$ cat src/rtl/core/cvw_pkg.sv
// Shared types and constants for the 3x3 valid-window convolution stream unit.
`default_nettype none
package cvw_pkg;

  localparam int DEFAULT_MAX_WIDTH  = 1024;
  localparam int DEFAULT_MAX_HEIGHT = 1024;

  localparam int DIM_W     = 11;
  localparam int KDIM_W    = 2;
  localparam int SAMPLE_W  = 16;
  localparam int WROW_W    = 48;
  localparam int BIAS_W    = 32;
  localparam int VALUE_W   = 32;
  localparam int CFG_IDX_W = 3;
  localparam int TAPS      = 9;

  localparam int QUEUE_DEPTH = 4;
  localparam int QPTR_W      = $clog2(QUEUE_DEPTH);
  localparam int QCNT_W      = $clog2(QUEUE_DEPTH + 1);

  localparam logic [DIM_W-1:0]  RST_IMAGE_DIM = 11'd1024;
  localparam logic [KDIM_W-1:0] RST_KERNEL_DIM = 2'd3;

  typedef enum logic [CFG_IDX_W-1:0] {
    REG_IMAGE_WIDTH  = 3'd0,
    REG_IMAGE_HEIGHT = 3'd1,
    REG_KERNEL_COLS  = 3'd2,
    REG_KERNEL_ROWS  = 3'd3,
    REG_WEIGHTS_ROW0 = 3'd4,
    REG_WEIGHTS_ROW1 = 3'd5,
    REG_WEIGHTS_ROW2 = 3'd6,
    REG_BIAS_VALUE   = 3'd7
  } reg_idx_t;

  typedef struct packed {
    logic [DIM_W-1:0]           image_width;
    logic [DIM_W-1:0]           image_height;
    logic [KDIM_W-1:0]          kernel_cols;
    logic [KDIM_W-1:0]          kernel_rows;
    logic [2:0][WROW_W-1:0]     weights;
    logic signed [BIAS_W-1:0]   bias;
  } cfg_t;

  typedef struct packed {
    logic [TAPS-1:0][SAMPLE_W-1:0] taps;
    logic                          last;
  } win_t;

endpackage
`default_nettype wire

$ cat src/rtl/core/cvw_queue.sv
// Short FIFO of aligned windows between the front and the arithmetic back end.
`default_nettype none
module cvw_queue
  import cvw_pkg::*;
(
  input  wire logic              clk,
  input  wire logic              rst,
  input  wire logic              push,
  input  wire win_t              push_data,
  input  wire logic              pop,
  output logic                   q_valid,
  output win_t                   q_data,
  output logic [QCNT_W-1:0]      q_count
);

  win_t              slots [QUEUE_DEPTH];
  logic [QPTR_W-1:0] wr_ptr;
  logic [QPTR_W-1:0] rd_ptr;
  logic              do_pop;

  assign q_valid = (q_count != '0);
  assign q_data  = slots[rd_ptr];
  assign do_pop  = pop && q_valid;

  always_ff @(posedge clk) begin
    if (push) begin
      slots[wr_ptr] <= push_data;
    end
  end

  always_ff @(posedge clk) begin
    if (rst) begin
      wr_ptr  <= '0;
      rd_ptr  <= '0;
      q_count <= '0;
    end else begin
      if (push) begin
        wr_ptr <= (wr_ptr == QPTR_W'(QUEUE_DEPTH - 1)) ? '0 : wr_ptr + 1'b1;
      end
      if (do_pop) begin
        rd_ptr <= (rd_ptr == QPTR_W'(QUEUE_DEPTH - 1)) ? '0 : rd_ptr + 1'b1;
      end
      if (push && !do_pop) begin
        q_count <= q_count + 1'b1;
      end else if (!push && do_pop) begin
        q_count <= q_count - 1'b1;
      end
    end
  end

endmodule
`default_nettype wire

$ cat config.mk
export PLATFORM = sky130hd
export DESIGN_NAME = cvw_queue
export DESIGN_NICKNAME = d
export VERILOG_FILES = /design/src/rtl/core/cvw_pkg.sv /design/src/rtl/core/cvw_queue.sv
export SDC_FILE = /design/constraint.sdc
export NUM_CORES = 1
export LEC_CHECK = 0
export ABC_AREA = 1
export BUFFER_PORTS_ARGS = -buffer_cell sky130_fd_sc_hd__buf_4
export CAP_MARGIN = 20
export CORE_ASPECT_RATIO = 0.9
export CORE_UTILIZATION = 57
export DETAILED_ROUTE_END_ITERATION = 10
export PLACE_DENSITY = 0.86
export SYNTH_ARGS = -nofsm -noshare
export SYNTH_HDL_FRONTEND = slang
export SYNTH_SLANG_ARGS = --single-unit
$ cat constraint.sdc
create_clock -name clk -period 4.4 [get_ports clk]
set_input_delay 0.66 -clock clk [delete_from_list [all_inputs] [get_ports clk]]
set_output_delay 0.66 -clock clk [all_outputs]
set_load 0.01 [all_outputs]
==> results by group <==
Status
  – Status: completed

Critical path
  – Crit Path Class: flip-flop to primary output
  – CP required: 3.74 ns
  – CP arrival: 2.90 ns
  – CP Max Fanout: 138
  – CP Capture Type: primary output
  – Crit start category: flip-flop

CTS
  – CTS root buf: clkbuf_16
  – # Post-CTS Setup Buffers: 0
  – Skew-Pair Late Insertion Delay: 0.59 ns
  – Clock Path Buffers: 3
  – H-tree Lvls: 2
  – CTS clock-pin slew for the worst setup and hold paths: 0.06 ns
  – Hold buffer count at CTS: 0
  – Post-cts resize count: 0
  – Sink Count: 589
  – CTS tree: done
  – CTS Buf Count: 55

Routing
  – Routed wire length: 48800 microns
  – Iteration count of the initial detailed-routing pass: 5
  – Initial DRC count: 1454
  – # DRC: 0
  – DR vias: 13.6k
  – Routed wire per std cell: 21.6 microns
  – Via density: 5.99
  – ANT nets after route: 0

Finish
  – Utilization after layout: 0.697
  – Fraction of layout cells with a size suffix above 1: 0.224
  – Final Cell Area: 26100 sq um
  – # nets final: 1896
  – Area Overhead vs Synth: 19.6%
  – Antenna fix cells: 0

Floorplan
  – Chip height: 188 microns
  – Row Count: 67
  – I/O pin count: 298
  – Core area: 37500 sq um
  – Die span in x: 208 microns
  – Starting Density: 0.583
  – Die area: 39100 sq um

Place
  – Post-DP HPWL: 26500 microns
  – Placed cell area: 24400 sq um
  – Final GP Congestion: 0.766
  – IO buf count: 297

Timing
  – RSZ-0062 raised after global routing: false
  – Setup Total Neg Slack: 0 ns
  – Final Slew Violations: 0
  – Measured slew at the worst slew-check pin: 0.838 ns
  – Hold Fails Final Rpt: 0
  – Fmax: 281 MHz
  – Minimum clock period: 3.56 ns
  – Period utilization: 0.808
  – Worst slew margin: 0.441
  – Final setup vio count: 0
  – Layout Skew: 0.0186 ns

Logic synthesis
  – Yosys Warn Count: 0
  – Mux contribution to synthesized area: 0
  – Post-Synth Simple-Gate Area: 0.0547
  – Syn Nets: 1622
  – Synth Area in Adders: 0.00436
  – Sequential fraction of the synthesis area: 0.806
  – Syn Area/Cell: 14.9 sq um
  – Largest family of logic cells by synthesized area: compound AO/OA/AOI/OAI gates
  – Netlist cell types: 19
  – Post-Synth XOR/XNOR Area: 0
  – Mapped cell area: 21800 sq um
  – Cells after Synth: 1466
  – Complex-gate fraction of the synthesized area: 0.110
  – Yosys reg bits: 589

Global routing
  – Grt ovf: 0
  – GRT Total Usage: 0.247
  – Vias in the first global route: 13.7k
  – Largest net degree at the start of global routing: 159
  – Initial antenna violation count: 0
  – Global-route wire length before repair: 74500 microns

Worst hold path
  – Min-Delay Path Class: primary input to flip-flop

Power
  – Leak pwr: 9.12 nW
  – Cell Pwr Density: 553 nW/um^2
  – Design Power: 14.5 mW
  – Max IR drop VDD: 0.425 mV

Flow run
  – Max_cap viols: 0
[worst max-delay path, stage by stage, from the launching register on]
cell and delay, ns:
dfxtp_4 0.81, inv_8 0.40, buf_12 0.36, o21ai_0 0.28, o22ai_1 0.13, buf_4 0.16
[layout by cell type, fill, tap and decap left out, types with 2 or more instances in the layout]
master	Yosys	routed
a21oi_1	4	4
buf_12	0	8
buf_4	2	304
bufinv_16	0	3
clkbuf_1	61	6
clkbuf_16	0	56
clkinv_1	0	13
clkinv_2	0	12
clkinvlp_4	0	2
dfxtp_1	9	7
dfxtp_4	0	2
edfxtp_1	580	580
ha_1	6	6
inv_1	15	11
inv_6	0	7
nand2_1	13	13
nor2_1	299	299
o21ai_0	293	293
o22ai_1	145	145
[cell families (layout without fill, tap and decap cells)]
group | count (synthesis) | after routing
flops | 589 | 589
compound gates | 442 | 442
simple gates | 316 | 316
buf+inv | 112 | 426
fa+ha+maj | 7 | 7
[stage by stage]
step	instances	hold slack (ns)	setup WS [ns]
global route	2263	0.222	0.671
detailed placement	2166	0.518	1.57
finish	2263	0.239	0.843
floorplan	1466	0.483	0.415
CTS	2263	0.211	0.920
global placement	2166	0.505	1.61
[synth_stat cells]
cell type / count / area [sq um]
nor2_1: 299 / 1120
nand3_1: 1 / 5.00
inv_2: 2 / 7.51
buf_6: 13 / 146
nor3_1: 1 / 5.00
nand3b_1: 1 / 7.51
buf_4: 2 / 15.0
fa_1: 1 / 20.0
buf_2: 19 / 95.1
a21oi_1: 4 / 20.0
inv_1: 15 / 56.3
clkbuf_1: 61 / 229
o22ai_1: 145 / 907
edfxtp_1: 580 / 17400
dfxtp_1: 9 / 180
o21ai_0: 293 / 1470
ha_1: 6 / 75.1
nand4_1: 1 / 6.26
nand2_1: 13 / 48.8
[report_power, final]
group          internal, mW  leakage, nW  total [mW]  switching (mW)
logic                  1.34         2.88        3.41            2.07
clock network          2.50        0.832        4.47            1.97
registers              6.43         5.40        6.58           0.141
[final cells by class]
type                       count  area [sq um]
clock buffer                  62          1420
clock inverter                35           265
fill                        2307         11400
inverter                      17          93.8
multi-input combinational    765          3680
sequential                   589         17600
tap                          483           604
timing repair buffer         312          2440
[path summary, 6_finish.rpt]
kind | cells after the start | endpoint | startpoint | slack [ns]
worst min register to register | 2 | q_count[1] | q_count[1] | 0.55
worst max register to register | 4 | slots[3][4] | wr_ptr[0] | 2.22
worst min-delay path | 2 | wr_ptr[0] | rst | 0.24
worst max-delay path | 5 | q_data[100] | flip-flop | 0.84
[per-layer routing]
metal	routed length (microns)	part of all wire	GRT usage
met5	0	0	0
met4	987	0.020	0.0863
met3	4350	0.089	0.0541
met2	24500	0.50	0.411
met1	19000	0.39	0.323
[registers in the layout, indices dropped and copies added (netlist names), named ones only]
name	cells
slots	580
q_count	3
rd_ptr	2
wr_ptr	2
(Power assumes the default switching activity.)
